==> src/design/pksw_ram.sv <==
// Simple dual-port synchronous RAM, one write and one registered read port.
`timescale 1ns / 1ps

module pksw_ram #(
    parameter int DATA_W = 8,
    parameter int DEPTH  = 64,
    parameter int ADDR_W = (DEPTH > 1) ? $clog2(DEPTH) : 1
) (
    input  logic              i_clk,
    input  logic              i_we,
    input  logic [ADDR_W-1:0] i_waddr,
    input  logic [DATA_W-1:0] i_wdata,
    input  logic [ADDR_W-1:0] i_raddr,
    output logic [DATA_W-1:0] o_rdata
);

    logic [DATA_W-1:0] r_mem [DEPTH];
    logic [DATA_W-1:0] r_rdata;

    // Write port
    always_ff @(posedge i_clk) begin
        if (i_we) begin
            r_mem[i_waddr] <= i_wdata;
        end
    end

    // Registered read port
    always_ff @(posedge i_clk) begin
        r_rdata <= r_mem[i_raddr];
    end

    assign o_rdata = r_rdata;

endmodule

==> config.mk <==
export PLATFORM = sky130hd
export DESIGN_NAME = pksw_ram
export DESIGN_NICKNAME = d
export VERILOG_FILES = /design/src/design/pksw_ram.sv
export SDC_FILE = /design/constraint.sdc
export NUM_CORES = 1
export LEC_CHECK = 0
export ABC_CLOCK_PERIOD_IN_PS = 2600
export BUFFER_PORTS_ARGS = -buffer_cell sky130_fd_sc_hd__clkbuf_2
export CORE_MARGIN = 4
export CORE_UTILIZATION = 47
export DETAILED_ROUTE_END_ITERATION = 7
export HOLD_SLACK_MARGIN = 0.06
export PLACE_DENSITY_LB_ADDON = 0.15
export SYNTH_ARGS = -nofsm -noshare
export SYNTH_HDL_FRONTEND = slang
export SYNTH_SLANG_ARGS = --single-unit
==> constraint.sdc <==
create_clock -name i_clk -period 2.6 [get_ports i_clk]
set_clock_uncertainty 0.2 [all_clocks]
set_input_delay 0.39 -clock i_clk [delete_from_list [all_inputs] [get_ports i_clk]]
set_output_delay 0.39 -clock i_clk [all_outputs]
set_load 0.005 [all_outputs]
==> results of run 1 <==
worst register-to-register path, stage by stage, from the launching register on:
cell and delay (ns):
edfxtp_1 0.36, mux4_2 0.48, mux2_2 0.27, o221a_2 0.27, nor3_1 0.42, o32ai_1 0.16
area by class of cell:
| class | instances | area (um2) |
|---|---|---|
| Fill cell | 3218 | 18580 |
| Sequential cell | 520 | 15530 |
| Multi-Input combinational cell | 369 | 4315 |
| Timing Repair Buffer | 184 | 1473 |
| Clock buffer | 67 | 1379 |
| Tap cell | 539 | 674.4 |
| Clock inverter | 27 | 271.5 |
power by group:
| part | internal, mW | total, mW | switching [mW] | leakage (nW) |
|---|---|---|---|---|
| clock network | 4.31 | 7.31 | 3.00 | 0.802 |
| logic | 0.397 | 0.948 | 0.550 | 2.25 |
| registers | 9.28 | 9.31 | 0.0294 | 4.67 |
worst paths after layout:
path	startpoint	to	slack, ns	depth (start not counted)
setup / recovery	r_mem[21][4]$_DFFE_PP_	o_rdata[4]$_DFF_P_	0.31	5
hold / removal	i_raddr[5]	o_rdata[3]$_DFF_P_	0.15	2
setup reg to reg	r_mem[21][4]$_DFFE_PP_	o_rdata[4]$_DFF_P_	0.31	5
hold reg to reg	r_mem[30][6]$_DFFE_PP_	o_rdata[6]$_DFF_P_	0.64	3
layer usage:
metal	vias to the layer above	share of wire (%)	global-route usage [%]
li1	4302	-	-
met1	5280	45	30.81
met2	288	48	31.96
met3	69	5.3	3.065
met4	0	2.4	5.798
met5	-	0	0
cell families (layout without fill, tap and decap cells):
logic type	after synthesis	in the layout	share of synthesized area, %
buf+inv	51	278	1.570
compound gates	54	54	2.072
flops	520	520	77.03
mux	162	162	15.94
simple gates	153	153	3.387
placed cells by master, fill, tap and decap left out, types with 14 or more instances in the layout:
cell       Yosys  layout
edfxtp_1     512     512
buf_4         13     145
mux4_2       126     126
nor2_1        83      83
clkbuf_16      0      53
clkbuf_2       0      26
mux2i_1       23      23
nand2_1       19      19
nor2b_1       14      14
clkbuf_1      17      14
registers in the layout, indices dropped and copies added (netlist names):
name,flops
r_mem,512
o_rdata,8
synth_stat cells, drive strengths merged, types with 13 or more instances:
master,count
nand2,19
buf,34
clkbuf,17
nor2b,14
mux2,13
nor2,83
nand3,13
mux4,126
edfxtp,512
mux2i,23
==> results.sh, run 1 <==
export IMPL_worst_pin_slew_ns=0.8944
export IMPL_rsz0062_at_grt="false"
export IMPL_synth_top_cell_area_share_pct=76.24
export IMPL_grt_first_pass_wirelength_mm=70.04
export IMPL_place_area_mm2=0.02200
export IMPL_syn_nets=962
export IMPL_hold_slack_ns=0.1536
export IMPL_cts_tree="built"
export IMPL_clockBufferDepth=3
export IMPL_hold_path_class="input pin to register"
export IMPL_ys_warn_count=0
export IMPL_vias_per_cell=5.826
export IMPL_gp_congestion=0.8190
export IMPL_finalHoldViolations=0
export IMPL_layout_setup_ws_ns=0.3094
export IMPL_drive_above_1_share_pct=33.59
export IMPL_grt_total_usage_pct=20.54
export IMPL_ys_ff_latch=520
export IMPL_root_buffer="clkbuf_16"
export IMPL_cts_made_buffers=51
export IMPL_crit_fanout=1
export IMPL_placementRows=75
export IMPL_clk_pin_slew_ns=0.06
export IMPL_fin_area_mm2=0.02365
export IMPL_cp_required_ns=2.84
export IMPL_wl_per_cell_um=27.22
export IMPL_synthArstFlopShare_pct=0
export IMPL_max_stage_delay_ns=0.48
export IMPL_fin_crit_ns=2.291
export IMPL_ant_nets=0
export IMPL_grt_remaining_overflow=0
export IMPL_ir_drop_uv=371.8
export IMPL_status="completed"
export IMPL_synth_area_leaders="edfxtp_1, mux4_2, nor2_1, mux2i_1, dfxtp_1"
export IMPL_ys_types=40
export IMPL_post_cts_resized=0
export IMPL_cp_arrival_ns=2.53
export IMPL_clock_sinks=520
export IMPL_initial_core_util_pct=47.76
export IMPL_worstSetupPathType="register to register"
export IMPL_cp_top_family="multiplexers"
export IMPL_grt_max_degree=65
export IMPL_p_per_area_mw_per_mm2=742.8
export IMPL_totalWireLength_mm=46.44
export IMPL_synth_main_ff_cell="edfxtp_1"
export IMPL_tns_ns=0
export IMPL_cpMaxStageDelayCell="mux4_2"
export IMPL_synth_seq_area_share_pct=77.03
export IMPL_yosys_area_top_type="edfxtp_1"
export IMPL_total_power_mw=17.57
export IMPL_path_cells="mux4_2 > mux2_2 > o221a_2 > nor3_1 > o32ai_1"
export IMPL_drt_initial_drc_count=1041
export IMPL_instances_no_fill=1706
export IMPL_relSlewSlack_pct=40.37
export IMPL_pre_cts_ws_ns=-0.1628
export IMPL_setup_viol=0
export IMPL_drt_first_pass_iters=6
export IMPL_io_buffers=29
export IMPL_clock_latency_ns=0.58
export IMPL_cp_end_kind="register"
export IMPL_netlist_area_mm2=0.02017
export IMPL_synth_edff_count=512
export IMPL_dp_cells=1612
export IMPL_fin_nets=1148
export IMPL_synthToLayoutAreaGrowth_pct=17.26
export IMPL_leakagePower_nw=7.729
export IMPL_first_global_vias=10294
export IMPL_chipWidth_um=215.1
export IMPL_final_util_pct=56.00
export IMPL_cp_num_buf_inv=0
export IMPL_vias=9939
export IMPL_worst_setup_path_start_kind="register"
export IMPL_fp_dieH_um=215.1
export IMPL_diodes=0
export IMPL_slew_violations=0
export IMPL_syn_area_per_cell_um2=21.45
export IMPL_syn_inst=940
export IMPL_design_die_area_mm2=0.04629
export IMPL_drv_cap=0
export IMPL_fin_crit_sh_pct=88.10
export IMPL_fmaxAchievable_mhz=436.6
export IMPL_antenna_found_initial=0
export IMPL_io_pin_count=30
export IMPL_postCtsSetupRepairBufs=0
export IMPL_hold_buffers=0
export IMPL_post_route_drc_count=0
export IMPL_core_area_mm2=0.04223
export IMPL_dp_hpwl_mm=29.97
export IMPL_htreeDepth=2
Power figures use the tool's default switching activity.
==> run 2: changes to the inputs <==
--- a/config.mk
+++ b/config.mk
@@ -5,7 +5,7 @@
 export SDC_FILE = /design/constraint.sdc
 export NUM_CORES = 1
 export LEC_CHECK = 0
-export ABC_CLOCK_PERIOD_IN_PS = 2600
+export ABC_CLOCK_PERIOD_IN_PS = 2550
 export BUFFER_PORTS_ARGS = -buffer_cell sky130_fd_sc_hd__clkbuf_2
 export CORE_MARGIN = 4
 export CORE_UTILIZATION = 47
==> constraint.sdc (replaced) <==
create_clock -name i_clk -period 2.55 [get_ports i_clk]
set_clock_uncertainty 0.2 [all_clocks]
set_input_delay 0.3825 -clock i_clk [delete_from_list [all_inputs] [get_ports i_clk]]
set_output_delay 0.3825 -clock i_clk [all_outputs]
set_load 0.005 [all_outputs]
==> run 2 against run 1 <==
Via count up 0.21%; die area unchanged; first-iteration DRC count shrank 8.1%; global-route usage up 0.16 points; sequential power increased by 2%; routed wire length up 1.6%; non-clock buffer count is 1 higher; sequential share of layout area is 0.059 points lower; critical path type unchanged; highest routed layer unchanged.
==> results.sh, run 2 (synthesis results as in run 1) <==
export IMPL_wl_per_cell_um=27.58
export IMPL_p_int_mw=14.09
export IMPL_tns_ns=0
export IMPL_post_route_drc_count=0
export IMPL_clockBufferDepth=3
export IMPL_final_util_pct=56.05
export IMPL_cts_made_buffers=53
export IMPL_p_per_area_mw_per_mm2=751.6
export IMPL_clock_latency_ns=0.59
export IMPL_worst_pin_slew_ns=0.9003
export IMPL_fin_crit_ns=2.486
export IMPL_layout_setup_ws_ns=0.06429
export IMPL_largest_register="r_mem"
export IMPL_combinationalPowerShare_pct=5.5
export IMPL_dp_cells=1613
export IMPL_rsz0062_at_grt="false"
export IMPL_fp_dieH_um=215.1
export IMPL_p_switching_mw=3.700
export IMPL_vias_per_cell=5.825
export IMPL_crit_fanout=1
export IMPL_drive_above_1_share_pct=33.82
export IMPL_initial_core_util_pct=47.76
export IMPL_power_share_clock_pct=41.1
export IMPL_worstReg2RegEnd="o_rdata[4]$_DFF_P_"
export IMPL_grt_busiest_layer="met2"
export IMPL_path_cells="mux4_2 > mux2_2 > o221a_2 > nor3_1 > o32ai_1"
export IMPL_setup_viol=0
export IMPL_pre_cts_ws_ns=-0.4018
export IMPL_cp_required_ns=2.79
export IMPL_grt_max_degree=65
export IMPL_mostFrequentLayoutCells="edfxtp_1, buf_4, mux4_2, nor2_1, clkbuf_16"
export IMPL_clock_sinks=520
export IMPL_cts_tree="built"
export IMPL_fin_nets=1151
export IMPL_fin_area_mm2=0.02367
export IMPL_layout_commonest_cell="edfxtp_1"
export IMPL_startpoint="r_mem[29][4]$_DFFE_PP_"
export IMPL_max_stage_delay_ns=0.56
export IMPL_grt_first_pass_wirelength_mm=70.50
export IMPL_drt_first_pass_iters=6
export IMPL_grt_total_usage_pct=20.70
export IMPL_core_area_mm2=0.04223
export IMPL_grt_remaining_overflow=0
export IMPL_placementRows=75
export IMPL_place_area_mm2=0.02204
export IMPL_drv_cap=0
export IMPL_ir_drop_uv=503.5
export IMPL_htreeDepth=2
export IMPL_root_buffer="clkbuf_16"
export IMPL_vias=9960
export IMPL_synthToLayoutAreaGrowth_pct=17.37
export IMPL_first_global_vias=10507
export IMPL_cp_arrival_ns=2.73
export IMPL_worstSetupPathType="register to register"
export IMPL_fin_crit_sh_pct=97.48
export IMPL_worst_setup_path_start_kind="register"
export IMPL_fmaxAchievable_mhz=402.3
export IMPL_r2r_setup_slack_ns=0.06
export IMPL_totalWireLength_mm=47.17
export IMPL_cp_end_kind="register"
export IMPL_grt_util_met1_pct=29.57
export IMPL_leakagePower_nw=7.740
export IMPL_antenna_found_initial=1
export IMPL_met3_usage_pct=4.153
export IMPL_slew_violations=0
export IMPL_finalHoldViolations=0
export IMPL_hold_buffers=0
export IMPL_hold_start="i_waddr[2]"
export IMPL_dp_hpwl_mm=30.37
export IMPL_hold_path_class="input pin to register"
export IMPL_drt_initial_drc_count=957
export IMPL_design_die_area_mm2=0.04629
export IMPL_endpoint="o_rdata[4]$_DFF_P_"
export IMPL_gp_congestion=0.8130
export IMPL_chipWidth_um=215.1
export IMPL_post_cts_resized=0
export IMPL_io_pin_count=30
export IMPL_seqPwrFrac_pct=53.4
export IMPL_clk_pin_slew_ns=0.06
export IMPL_instances_no_fill=1710
export IMPL_r2r_start="r_mem[29][4]$_DFFE_PP_"
export IMPL_io_buffers=29
export IMPL_globalRouteMet2Util_pct=32.36
export IMPL_ant_nets=0
export IMPL_total_power_mw=17.79
export IMPL_postCtsSetupRepairBufs=0
export IMPL_largest_reg_flops=512
export IMPL_swShare_pct=20.80
export IMPL_relSlewSlack_pct=39.98
export IMPL_rr_worst_depth=5
export IMPL_status="completed"
export IMPL_cpMaxStageDelayCell="nor3_1"
export IMPL_hold_slack_ns=0.1152
run 2: area by class of cell:
| cell class | instances | area [um2] |
|---|---|---|
| antenna | 3 | 7.507 |
| tap | 539 | 674.4 |
| clock inverter | 27 | 197.7 |
| sequential | 520 | 15530 |
| multi-input combinational | 369 | 4315 |
| fill | 3211 | 18560 |
| timing repair buffer | 185 | 1518 |
| clock buffer | 67 | 1421 |
run 2: power by group through the flow:
stage          Combinational (mW)  Clock [mW]  Sequential, mW
2_1_floorplan               0.504           0            9.66
3_3_place_gp                0.984           0            9.67
3_5_place_dp                0.995           0            9.67
4_1_cts                     0.998        7.47            9.49
5_1_grt                      1.05        7.88            9.49
6_report                    0.986        7.31            9.49
run 2: worst min path at each step:
stage | endpoint | depth (start not counted)
final | r_mem[48][5]$_DFFE_PP_ | 2
after global routing | r_mem[48][5]$_DFFE_PP_ | 2
after CTS | r_mem[48][5]$_DFFE_PP_ | 2
after detailed placement | o_rdata[0] | 1
after global placement | o_rdata[0] | 1
after floorplan | r_mem[0][0]$_DFFE_PP_ | 0
run 2: worst max-delay path: cells and delay by family, from the launching register on:
| family | cells | cell delay (ns) |
|---|---|---|
| AOI/OAI and AO/OA | 2 | 0.48 |
| DFF | 1 | 0.37 |
| muxes | 2 | 0.74 |
| and+or+nand+nor | 1 | 0.56 |
run 2: per-layer routing:
metal  wire (um)  up-vias
met3        2927       83
met4        1506        0
met5           0        -
met2       22370      315
met1       20370     5252
li1            -     4310
==> run 3: changes to the inputs <==
--- a/config.mk
+++ b/config.mk
@@ -5,10 +5,11 @@
 export SDC_FILE = /design/constraint.sdc
 export NUM_CORES = 1
 export LEC_CHECK = 0
-export ABC_CLOCK_PERIOD_IN_PS = 2550
+export ABC_CLOCK_PERIOD_IN_PS = 2770
 export BUFFER_PORTS_ARGS = -buffer_cell sky130_fd_sc_hd__clkbuf_2
 export CORE_MARGIN = 4
 export CORE_UTILIZATION = 47
+export CTS_CLUSTER_DIAMETER = 80
 export DETAILED_ROUTE_END_ITERATION = 7
 export HOLD_SLACK_MARGIN = 0.06
 export PLACE_DENSITY_LB_ADDON = 0.15
==> constraint.sdc (replaced) <==
create_clock -name i_clk -period 2.77 [get_ports i_clk]
set_clock_uncertainty 0.2 [all_clocks]
set_input_delay 0.4155 -clock i_clk [delete_from_list [all_inputs] [get_ports i_clk]]
set_output_delay 0.4155 -clock i_clk [all_outputs]
set_load 0.005 [all_outputs]
==> run 3 against run 2 <==
Routed wire length down 1.1%; critical path depth unchanged; utilization fell by 0.32 points; highest routed layer unchanged; maximum frequency grew 1.9%.
==> results.sh, run 3 (synthesis results as in run 1) <==
export IMPL_status="completed"
export IMPL_diodes=0
export IMPL_power_share_clock_pct=42.2
export IMPL_ir_drop_uv=476.2
export IMPL_fp_dieH_um=215.1
export IMPL_mostFrequentLayoutCells="edfxtp_1, mux4_2, buf_4, nor2_1, clkbuf_16"
export IMPL_drt_first_pass_iters=5
export IMPL_clock_sinks=520
export IMPL_fmaxAchievable_mhz=409.9
export IMPL_gp_congestion=0.7911
export IMPL_instances_no_fill=1688
export IMPL_p_switching_mw=3.434
export IMPL_cp_required_ns=3.02
export IMPL_worst_pin_slew_ns=0.9732
export IMPL_drv_cap=0
export IMPL_hold_slack_ns=0.1298
export IMPL_clockBufferDepth=3
export IMPL_rsz0062_at_grt="false"
export IMPL_placementRows=75
export IMPL_tns_ns=0
export IMPL_seqPwrFrac_pct=52.6
export IMPL_fin_nets=1128
export IMPL_design_die_area_mm2=0.04629
export IMPL_totalWireLength_mm=46.67
export IMPL_largest_register="r_mem"
export IMPL_grt_max_degree=65
export IMPL_worstSetupPathType="register to register"
export IMPL_finalHoldViolations=0
export IMPL_vias_per_cell=5.848
export IMPL_p_per_area_mw_per_mm2=706.5
export IMPL_grt_total_usage_pct=20.26
export IMPL_wl_per_cell_um=27.65
export IMPL_p_int_mw=13.19
export IMPL_post_cts_resized=0
export IMPL_layout_commonest_cell="edfxtp_1"
export IMPL_initial_core_util_pct=47.76
export IMPL_drt_initial_drc_count=875
export IMPL_swShare_pct=20.66
export IMPL_dp_cells=1591
export IMPL_cts_made_buffers=52
export IMPL_chipWidth_um=215.1
export IMPL_slew_violations=0
export IMPL_root_buffer="clkbuf_16"
export IMPL_drive_above_1_share_pct=32.72
export IMPL_dp_hpwl_mm=29.86
export IMPL_layout_setup_ws_ns=0.3301
export IMPL_worst_setup_path_start_kind="register"
export IMPL_core_area_mm2=0.04223
export IMPL_postCtsSetupRepairBufs=0
export IMPL_grt_first_pass_wirelength_mm=68.90
export IMPL_fin_crit_sh_pct=88.08
export IMPL_htreeDepth=2
export IMPL_clk_pin_slew_ns=0.06
export IMPL_cp_arrival_ns=2.69
export IMPL_final_util_pct=55.73
export IMPL_synthToLayoutAreaGrowth_pct=16.70
export IMPL_combinationalPowerShare_pct=5.2
export IMPL_hold_buffers=0
export IMPL_io_buffers=29
export IMPL_io_pin_count=30
export IMPL_ant_nets=0
export IMPL_cp_end_kind="register"
export IMPL_fin_crit_ns=2.440
export IMPL_setup_viol=0
export IMPL_clock_latency_ns=0.60
export IMPL_largest_reg_flops=512
export IMPL_post_route_drc_count=0
export IMPL_vias=9872
export IMPL_leakagePower_nw=7.642
export IMPL_pre_cts_ws_ns=-0.2186
export IMPL_hold_path_class="input pin to register"
export IMPL_first_global_vias=10009
export IMPL_antenna_found_initial=0
export IMPL_grt_remaining_overflow=0
export IMPL_relSlewSlack_pct=35.12
export IMPL_crit_fanout=1
export IMPL_cts_tree="built"
## run 3: cell types whose count changed in the layout (fill, tap and decap cells not counted), moves of 3 or more
cell and change:
clkinvlp_4 +3, clkinv_2 -3, diode_2 -3, buf_12 -4, bufinv_16 +3, buf_4 -18
## run 3: path summary, 6_finish.rpt
path / start / end / slack, ns / cells after the start
max: r_mem[21][4]$_DFFE_PP_ / o_rdata[4]$_DFF_P_ / 0.33 / 5
min: i_raddr[5] / o_rdata[5]$_DFF_P_ / 0.13 / 5
max reg2reg: r_mem[21][4]$_DFFE_PP_ / o_rdata[4]$_DFF_P_ / 0.33 / 5
min reg2reg: r_mem[31][0]$_DFFE_PP_ / o_rdata[0]$_DFF_P_ / 0.67 / 4
## run 3: power groups by stage
stage	registers [mW]	logic [mW]	clock network [mW]
after global routing	8.74	0.928	7.51
after CTS	8.74	0.885	7.18
after global placement	8.91	0.874	0
final	8.74	0.868	7.02
after detailed placement	8.91	0.882	0
after floorplan	8.89	0.464	0
## run 3: layout make-up
class | count | area (um2)
timing repair buffer | 163 | 1303
fill | 3199 | 18690
sequential | 520 | 15530
tap | 539 | 674.4
multi-input combinational | 369 | 4315
clock buffer | 67 | 1400
clock inverter | 30 | 307.8
## run 3: through the flow
step | instance area [um2] | power [mW]
after floorplan | 20170 | 9.354
after global placement | 21830 | 9.780
after detailed placement | 21830 | 9.788
after CTS | 23540 | 16.80
after global routing | 23540 | 17.18
final | 23540 | 16.63
## run 3: critical path, cell delays in order (launching register included)
cell      delay [ns]
edfxtp_1        0.36
mux4_2          0.47
mux2_2          0.27
o221a_2         0.27
nor3_1          0.53
o32ai_1         0.18
## run 3: per-layer routing
metal | GRT usage (%) | part of all wire [%] | wire, um | up-vias
met4 | 5.755 | 2.3 | 1071 | 0
li1 | - | - | - | 4267
met5 | 0 | 0 | 0 | -
met2 | 32.24 | 49 | 22740 | 297
met3 | 3.121 | 5.1 | 2396 | 66
met1 | 29.64 | 44 | 20460 | 5242
